==> src/mkl_pkg.sv <==
// Shared types for the MRU key list: command codes and the
// controller/datapath command and status structs. No dependencies.
package mkl_pkg;

  typedef enum logic [1:0] {
    CMD_INSERT = 2'd0,
    CMD_REMOVE = 2'd1,
    CMD_CLEAR  = 2'd2,
    CMD_READ   = 2'd3
  } mkl_cmd_t;

  // controller -> datapath
  typedef struct packed {
    logic accept;   // input beat taken this cycle
    logic apply;    // commit the insert/remove shift
    logic rd_step;  // load next read beat into output register
  } mkl_ctl_t;

  // datapath -> controller
  typedef struct packed {
    logic out_free;  // output register can take a beat
    logic rd_final;  // next read beat is the last one
  } mkl_sts_t;

endpackage

==> src/mru_key_list_top.sv <==
// Top level of the MRU key list: stream ports, APB register port,
// controller and datapath. Depends on mkl_pkg, mkl_ctrl, mkl_datapath.
//
//  channel   direction  beat content
//  s_*       in         command and key
//  m_*       out        one list entry per beat, tlast on the final one
//  apb       in/out     capacity register at byte address 0
//
// Insert and remove compare the key in the accept cycle and shift the
// entry line in the next. Clear empties the list in its accept cycle.
// A read gives one beat per entry (one beat for an empty list), each
// beat loaded as soon as the output register is free.
// Synchronous reset: empty list, capacity 16. Entry contents need no reset.
// A stalled output holds its beat and the read waits with the input closed;
// once the final beat is loaded, new commands, reads included, are taken again.
module mru_key_list_top
  import mkl_pkg::*;
#(
  parameter int MAX_ENTRIES = 16,
  parameter int KEY_BITS    = 32
) (
  input  logic        clk,
  input  logic        rst,
  input  logic        s_tvalid,
  output logic        s_tready,
  input  logic [39:0] s_tdata,   // cmd[1:0], key[33:2], zero pad
  output logic        m_tvalid,
  input  logic        m_tready,
  output logic [39:0] m_tdata,   // entry_key[31:0], position[35:32], zero pad
  output logic        m_tlast,
  output logic        m_tuser,   // empty_res
  input  logic        psel,
  input  logic        penable,
  input  logic        pwrite,
  input  logic [2:0]  paddr,
  input  logic [31:0] pwdata,
  output logic [31:0] prdata,
  output logic        pready
);

  mkl_ctl_t    ctl;
  mkl_sts_t    sts;
  mkl_cmd_t    s_cmd;
  logic        cfg_we;
  logic [4:0]  capacity;
  logic [31:0] entry_key;
  logic [3:0]  position;

  assign s_cmd   = mkl_cmd_t'(s_tdata[1:0]);
  assign pready  = 1'b1;
  assign cfg_we  = psel && penable && pwrite && pready && (paddr[2] == 1'b0);
  assign prdata  = (paddr[2] == 1'b0) ? 32'(capacity) : 32'd0;
  assign m_tdata = {4'd0, position, entry_key};

  mkl_ctrl u_ctrl (
    .clk      (clk),
    .rst      (rst),
    .s_tvalid (s_tvalid),
    .s_cmd    (s_cmd),
    .s_tready (s_tready),
    .ctl      (ctl),
    .sts      (sts)
  );

  mkl_datapath #(
    .MAX_ENTRIES (MAX_ENTRIES),
    .KEY_BITS    (KEY_BITS)
  ) u_dp (
    .clk         (clk),
    .rst         (rst),
    .s_cmd       (s_cmd),
    .s_key       (s_tdata[33:2]),
    .cfg_we      (cfg_we),
    .cfg_wdata   (pwdata[4:0]),
    .capacity    (capacity),
    .ctl         (ctl),
    .sts         (sts),
    .m_tready    (m_tready),
    .m_tvalid    (m_tvalid),
    .m_entry_key (entry_key),
    .m_position  (position),
    .m_last      (m_tlast),
    .m_empty     (m_tuser)
  );

endmodule

==> src/mkl_ctrl.sv <==
// Sequencer for the MRU key list: accepts commands, steps the update
// and the read stream. Depends on mkl_pkg.
module mkl_ctrl
  import mkl_pkg::*;
(
  input  logic     clk,
  input  logic     rst,
  input  logic     s_tvalid,
  input  mkl_cmd_t s_cmd,
  output logic     s_tready,
  output mkl_ctl_t ctl,
  input  mkl_sts_t sts
);

  typedef enum logic [1:0] {
    ST_IDLE,
    ST_UPDATE,
    ST_READ
  } state_t;

  state_t state;

  assign s_tready    = (state == ST_IDLE) && !rst;
  assign ctl.accept  = s_tvalid && s_tready;
  assign ctl.apply   = (state == ST_UPDATE);
  assign ctl.rd_step = (state == ST_READ) && sts.out_free;

  always_ff @(posedge clk) begin
    if (rst) begin
      state <= ST_IDLE;
    end else begin
      unique case (state)
        ST_IDLE: begin
          if (ctl.accept) begin
            unique case (s_cmd)
              CMD_INSERT, CMD_REMOVE: state <= ST_UPDATE;
              CMD_READ:               state <= ST_READ;
              CMD_CLEAR:              state <= ST_IDLE;
              default:                state <= ST_IDLE;
            endcase
          end
        end
        ST_UPDATE: state <= ST_IDLE;
        ST_READ: begin
          if (ctl.rd_step && sts.rd_final) state <= ST_IDLE;
        end
        default: state <= ST_IDLE;
      endcase
    end
  end

endmodule

==> src/mkl_datapath.sv <==
// Datapath of the MRU key list: entry shift line, parallel key compare,
// prefix mask, fill count, capacity and output register. Depends on mkl_pkg.
module mkl_datapath
  import mkl_pkg::*;
#(
  parameter int MAX_ENTRIES = 16,
  parameter int KEY_BITS    = 32
) (
  input  logic        clk,
  input  logic        rst,
  input  mkl_cmd_t    s_cmd,
  input  logic [31:0] s_key,
  input  logic        cfg_we,
  input  logic [4:0]  cfg_wdata,
  output logic [4:0]  capacity,
  input  mkl_ctl_t    ctl,
  output mkl_sts_t    sts,
  input  logic        m_tready,
  output logic        m_tvalid,
  output logic [31:0] m_entry_key,
  output logic [3:0]  m_position,
  output logic        m_last,
  output logic        m_empty
);

  localparam int CW = $clog2(MAX_ENTRIES + 1);
  localparam int LV = $clog2(MAX_ENTRIES);

  logic [KEY_BITS-1:0]    entries  [MAX_ENTRIES];
  logic [KEY_BITS-1:0]    ent_next [MAX_ENTRIES];
  logic [CW-1:0]          fill;
  logic [CW-1:0]          cap_eff;
  logic [CW-1:0]          rd_idx;
  mkl_cmd_t               op_q;
  logic [KEY_BITS-1:0]    key_q;
  logic [MAX_ENTRIES-1:0] hit;
  logic [MAX_ENTRIES-1:0] hit_q;
  logic [MAX_ENTRIES-1:0] pre [LV+1];
  logic [MAX_ENTRIES-1:0] incl;
  logic [63:0]            key_wide;
  logic [KEY_BITS-1:0]    key_k;
  logic [63:0]            ent_wide;

  assign key_wide = 64'(s_key);
  assign key_k    = key_wide[KEY_BITS-1:0];
  assign ent_wide = 64'(entries[0]);

  always_comb begin
    if (capacity == 5'd0) begin
      cap_eff = CW'(1);
    end else if (32'(capacity) > MAX_ENTRIES) begin
      cap_eff = CW'(MAX_ENTRIES);
    end else begin
      cap_eff = CW'(capacity);
    end
  end

  // compare against the live key in the accept cycle
  always_comb begin
    for (int i = 0; i < MAX_ENTRIES; i++) begin
      hit[i] = (CW'(i) < fill) && (entries[i] == key_k);
    end
  end

  // incl[i]: a match sits at position i or at a lower index (log-depth prefix OR)
  always_comb begin
    pre[0] = hit_q;
    for (int l = 0; l < LV; l++) begin
      for (int i = 0; i < MAX_ENTRIES; i++) begin
        pre[l+1][i] = pre[l][i];
        if (i >= (1 << l)) begin
          pre[l+1][i] = pre[l][i] | pre[l][i - (1 << l)];
        end
      end
    end
    incl = pre[LV];
  end

  assign sts.out_free = !m_tvalid || m_tready;
  assign sts.rd_final = (fill == '0) || (CW'(rd_idx + 1'b1) == fill);

  always_comb begin
    ent_next = entries;
    if (ctl.apply && op_q == CMD_INSERT) begin
      ent_next[0] = key_q;
      for (int i = 1; i < MAX_ENTRIES; i++) begin
        if (!incl[i-1]) ent_next[i] = entries[i-1];
      end
    end else if (ctl.apply && op_q == CMD_REMOVE) begin
      for (int i = 0; i < MAX_ENTRIES - 1; i++) begin
        if (incl[i]) ent_next[i] = entries[i+1];
      end
    end else if (ctl.rd_step && fill != '0) begin
      // rotate the filled part so the next entry lands at the head
      for (int i = 0; i < MAX_ENTRIES - 1; i++) begin
        if (CW'(i + 1) < fill) ent_next[i] = entries[i+1];
      end
      for (int i = 0; i < MAX_ENTRIES; i++) begin
        if (CW'(i + 1) == fill) ent_next[i] = entries[0];
      end
    end
  end

  always_ff @(posedge clk) begin
    entries <= ent_next;
    if (ctl.accept) begin
      op_q  <= s_cmd;
      key_q <= key_k;
      hit_q <= hit;
    end
    if (ctl.rd_step) begin
      if (fill == '0) begin
        m_entry_key <= '0;
        m_position  <= '0;
        m_last      <= 1'b1;
        m_empty     <= 1'b1;
      end else begin
        m_entry_key <= ent_wide[31:0];
        m_position  <= 4'(rd_idx);
        m_last      <= sts.rd_final;
        m_empty     <= 1'b0;
      end
    end
  end

  always_ff @(posedge clk) begin
    if (rst) begin
      capacity <= 5'd16;
      fill     <= '0;
      rd_idx   <= '0;
      m_tvalid <= 1'b0;
    end else begin
      if (cfg_we) begin
        capacity <= cfg_wdata;
      end

      if (cfg_we) begin
        fill <= '0;
      end else if (ctl.accept && s_cmd == CMD_CLEAR) begin
        fill <= '0;
      end else if (ctl.apply && op_q == CMD_INSERT) begin
        if (!(|hit_q) && fill < cap_eff) fill <= CW'(fill + 1'b1);
      end else if (ctl.apply && op_q == CMD_REMOVE) begin
        if (|hit_q) fill <= CW'(fill - 1'b1);
      end

      if (ctl.accept) begin
        rd_idx <= '0;
      end else if (ctl.rd_step) begin
        rd_idx <= CW'(rd_idx + 1'b1);
      end

      if (ctl.rd_step) begin
        m_tvalid <= 1'b1;
      end else if (m_tready) begin
        m_tvalid <= 1'b0;
      end
    end
  end

endmodule

==> config.mk <==
export PLATFORM = sky130hd
export DESIGN_NAME = mru_key_list_top
export DESIGN_NICKNAME = d
export VERILOG_FILES = /design/src/mkl_pkg.sv /design/src/mru_key_list_top.sv /design/src/mkl_ctrl.sv /design/src/mkl_datapath.sv
export SDC_FILE = /design/constraint.sdc
export NUM_CORES = 2
export LEC_CHECK = 0
export ABC_CLOCK_PERIOD_IN_PS = 12760
export BUFFER_PORTS_ARGS = -buffer_cell sky130_fd_sc_hd__buf_2
export CAP_MARGIN = 20
export CORE_AREA = 2 2 345 347
export CTS_CLUSTER_SIZE = 24
export DETAILED_ROUTE_END_ITERATION = 7
export DIE_AREA = 0 0 347 349
export GPL_ROUTABILITY_DRIVEN = 0
export PLACE_DENSITY = 0.64
export SYNTH_ARGS = -nofsm -noshare
export SYNTH_HDL_FRONTEND = slang
export SYNTH_SLANG_ARGS = --single-unit
==> constraint.sdc <==
create_clock -name clk -period 12.76 [get_ports clk]
set_input_delay 2.552 -clock clk [delete_from_list [all_inputs] [get_ports clk]]
set_output_delay 2.552 -clock clk [all_outputs]
set_load 0.05 [all_outputs]
== Yosys cells after proc, flatten, opt, wreduce, memory -nomap -nowiden ==
Index checks and enable logic that the tools add are counted.
W data, S select, Z words.
Storage, ports and cells
  register bits: 618
  input bits: 82
  word-level logic and storage cells: 285
  memories kept: 0
  bits in read-only memories: 0
  RAM bits: 0
  output and inout bits: 77
  bits in latches: 0
Operators by class
  add/subtract/negate cells: 3
  $lt $le $gt $ge: 18
  multiply operators: 0
  div/mod/pow operators: 0
  mux-type cells: 64
  shifts and indexed selects: 0
  equality and inequality tests: 44
  bitwise gates (word level): 46
  reduce and logical (&&, ||, !) cells: 82
Operators by type and width (count)
  $mux W32: 47
  $mux W512: 2
  $eq A32 B32 Y1: 16
  $mux W480: 1
  $reduce_bool A4 Y1: 14
  $or A1 B1 Y1: 45
  $eq A4 B5 Y1 const A: 8
  $lt A4 B5 Y1 const A: 8
  $mux W5: 7
  $reduce_and A2 Y1: 15
  $logic_and A1 B1 Y1: 28
  $eq A3 B5 Y1 const A: 4
  $lt A3 B5 Y1 const A: 4
  $reduce_or A16 Y1: 1
  $add A5 B1 Y5 const B: 2
  $eq A2 B5 Y1 const A: 2
  $logic_not A5 Y1: 2
  $lt A1 B5 Y1 const A: 2
  $lt A2 B5 Y1 const A: 2
  $reduce_bool A2 Y1: 5
  $reduce_and A3 Y1: 3
  $eq A2 B1 Y1 const B: 3
  $eq A2 B2 Y1 const B: 3
  $logic_not A2 Y1: 3
  other kinds (20): 30

== Depth between registers and ports, before layout ==
  depth in word-level cells: 7
  mapped depth: 10

== Modules after synthesis ==
From an unflattened synthesis, not the netlist that was laid out.
Unflattened totals
  cell total of the unflattened synthesis: 4590
  area total of the unflattened synthesis: 45408.6 µm²
By module, submodules not included
  mkl_datapath: cells each 4539, area each 44986.9 µm², instances 1
  mru_key_list_top: cells each 40, area each 301.5 µm², instances 1
  mkl_ctrl: cells each 11, area each 120.1 µm², instances 1

== Worst setup path before layout ==
OpenSTA, ideal clock, no wires.
  path type: input -> register
  from: in m_tready
  to: reg u_dp.entries[0] (netlist name), enable pin
  stages: 3
  path slack: 6119 ps
  library setup time: 511 ps
  required time: 12249 ps
  arrival: 6130 ps
  buffers on the path: 0
  cell sequence: nand2b_1 > nand2_1 > o41ai_1
Between the ends
  longest elaborated chain between the ends: 5
Ends and longest elaborated chain
  start, declared: RTL line mru_key_list_top.sv:28  | input logic m_tready,
  $logic_or A1 B1 Y1: RTL line mkl_datapath.sv:79  | assign sts.out_free = !m_tvalid || m_tready;
  $logic_and A1 B1 Y1: RTL line mkl_ctrl.sv:26  | assign ctl.rd_step = (state == ST_READ) && sts.out_free;
  $logic_and A1 B1 Y1: RTL line mkl_datapath.sv:93  | end else if (ctl.rd_step && fill != '0) begin
  $reduce_bool A2 Y1 (no source line)
  $reduce_and A3 Y1 (no source line)
  end signal, assigned: RTL line mkl_datapath.sv:105  | entries <= ent_next;
  end, declared: RTL line mkl_datapath.sv:29  | logic [KEY_BITS-1:0] entries [MAX_ENTRIES];
Every way passes these cells.
A chain may end at the register's enable or synchronous reset.

== Worst setup path in the final report ==
  from: in rst
  to: out s_tready
Between the ends
  longest elaborated chain between the ends: 2
Ends and longest elaborated chain
  start, declared: RTL line mru_key_list_top.sv:23  | input logic rst,
  $logic_not A1 Y1: RTL line mkl_ctrl.sv:23  | assign s_tready = (state == ST_IDLE) && !rst;
  $logic_and A1 B1 Y1: RTL line mkl_ctrl.sv:23
  end, declared: RTL line mru_key_list_top.sv:25  | output logic s_tready,
Every way passes these cells.

==> flow_summary.ini <==
[sta]
drv_slew = 0
fin_crit_sh = 0.451
fmax_ghz = 0.174
tightestPinTransition_ns = 1.22
fin_skew_ns = 0.0282
rsz0062_at_grt = false
fin_crit_ns = 5.75
tns_ns = 0
maxSlewHeadroom = 0.186
hold_violations = 0
setup_viol = 0

[grt]
antenna_found_initial = 2
grt_first_pass_wirelength_um = 252000
grt_pass1_vias = 36600
track_usage = 0.274
grt_max_degree = 228
grt_overflow = 0

[clock_network]
cts_buffers = 72
clock_path_buffers = 3
clock-sinks = 618
clk_latency_ns = 0.66
root_buffer = clkbuf_16
clk_pin_slew_ns = 0.06
htree_levels = 3
post_cts_resized = 0
cts_hold_buf = 0
cts_tree = yes
postCtsSetupBuffers = 0

[power]
p_seq_frac = 0.458
power_leakage_nw = 17.8
total_power_mw = 5.01
p_switching_mw = 1.34
p_comb_frac = 0.104
p_per_area_mw_per_mm2 = 101
p_int_mw = 3.67
ir_drop_mv = 0.0830
pwr-share-clk = 0.437
swShare = 0.268

[synth]
synth_seq_cells = 618
synth_edf_count = 600
syn_area_mm2 = 0.0455
syn_inst = 4618
ys.flop_type = edfxtp_1
synth.largest_area_cell = edfxtp_1
netlist-cell-type-count = 73
synth-async-reset-ratio = 0
synth_top_area_frac = 0.396
ys_seq_area_frac = 0.404
post-synth-top-count-cell = edfxtp_1
syn_avg_cell_area_um2 = 9.85
ys_warn_count = 0
synthTopCellsByArea = edfxtp_1, mux2i_1, xor2_1, mux2_2, o21ai_0
ys_top_cells_by_count = edfxtp_1, mux2i_1, clkbuf_1, xor2_1, o21ai_0

[die]
pin_count = 159
core_mm2 = 0.117
chipHeight_um = 349
initial_core_util = 0.387
die_area_mm2 = 0.121
num_rows = 126
die_x_um = 347

[detailed_routing]
drt_iter0_markers = 5812
top_layer_used = met5
vias = 39400
wire_per_inst_um = 28.8
wl_met1_um = 68800
wl_met2_um = 71100
drc_errors = 0
viasPerCell = 6.58
dr.pass1.iters = 8
wl_met3_um = 18600
ant_nets = 0
wl_um = 173000

[run]
maxCapViolations = 0

[setup_path]
crit_top_cell = buf_2
endpoint_kind = output pin
arrival_ns = 3.20
cp_slowest_cell = buf_2
path_class = in -> out
path_max_fanout = 10
cpPeakStageDelay_ns = 0.30
crit_chain = buf_2 > nor3_1 > buf_2
required_ns = 10.21
worst_setup_path_start_kind = input pin

[final_layout]
final_nets = 4499
drive_gt1_frac = 0.130
nFillCells = 11200
area_growth_pct = 8.89
multi_input_area_mm2 = 0.0253
register_area_mm2 = 0.0184

[min_path]
hold_class = reg -> reg

[outcome]
status = complete, no violations

[placed_design]
hpwl_um = 115000
portBuffers = 91
[sequential cells by signal (all words and copies together), names as in the netlist, 2 cells and up]
signal and count:
u_dp.entries 480, u_dp.hit_q 16, u_dp.m_entry_key 32, u_dp.fill 5, u_dp.op_q 2, u_dp.rd_idx 5, u_ctrl.state 2, u_dp.m_position 4
u_dp.ent_wide 32, u_dp.key_q 32, u_dp.capacity 5
[metrics by stage]
step	setup WS [ns]	instances	hold slack, ns	util	cell area [um^2]
finish	7.01	5999	0.457	0.422	49600
CTS	7.00	5993	0.462	0.421	49400
global route	6.96	5999	0.488	0.422	49600
floorplan	6.12	4648	0.436	-	45600
global placement	7.02	5862	0.450	0.400	47000
detailed placement	7.00	5864	0.452	0.401	47000
[area by class of cell]
class                      count  share of cell area
antenna                        1           0.0000505
clock buffer                  87              0.0379
tap                         1536              0.0388
inverter                      20             0.00157
clock inverter                42              0.0100
sequential                   618               0.371
timing repair buffer         209              0.0302
multi-input combinational   3486               0.511
[cells in the final DEF, fill, tap and decap left out, drive strengths merged, types with 14 or more instances in the layout]
master  instances
and2           39
nor3           17
a211oi        137
conb           32
inv            24
or2            26
nand3         166
xnor2         129
a21boi         34
nand2b         38
edfxtp        600
o22ai          65
a222oi         54
nor4          112
clkbuf         87
dfxtp          18
o21ai         349
nor2          182
mux2          167
o311ai         14
o22a           19
o211ai         38
a31o           28
nand4          50
nand2         288
and3           67
a31oi          98
o221ai         76
clkinv         26
o31ai          32
a21oi         145
mux2i         543
xor2          395
nor2b          88
buf           209
[cell families (layout without fill, tap and decap cells)]
kind of cell    after synthesis  in the layout  share of synthesized area
compound gates             1120           1120                      0.161
xor+xnor                    524            524                      0.101
fa+ha+maj                    10             10                    0.00275
buf+inv                     544            358                     0.0498
flops                       618            618                      0.404
mux                         710            710                      0.161
other cells                   2             33                   0.000165
simple gates               1090           1090                      0.121
[path summary, 6_finish.rpt]
path / start / endpoint / slack (ns) / cells after the start
hold reg to reg: u_dp.capacity[0] / u_dp.capacity[0] / 0.46 / 2
setup / recovery: rst / s_tready / 7.01 / 3
hold / removal: u_dp.capacity[0] / u_dp.capacity[0] / 0.46 / 2
setup reg to reg: u_dp.hit_q[1] / u_dp.entries[301] / 8.47 / 8
[worst max-delay path: cells and delay by family]
family / cells / cell delay, ns
simple gates: 1 / 0.19
buf+inv: 2 / 0.46
[routing by layer]
layer	GRT usage	vias up
li1	-	16900
met1	0.372	19300
met2	0.392	2712
met3	0.0485	549
met4	0.196	2
met5	0	-
[power groups by stage]
stage / registers [mW] / logic (mW) / clock network [mW]
5_1_grt: 2.30 / 0.543 / 2.27
2_1_floorplan: 2.33 / 0.338 / 0
6_report: 2.30 / 0.523 / 2.19
3_3_place_gp: 2.34 / 0.495 / 0
3_5_place_dp: 2.34 / 0.501 / 0
4_1_cts: 2.29 / 0.503 / 2.20
Note: power is estimated with default switching activity, not from simulation.
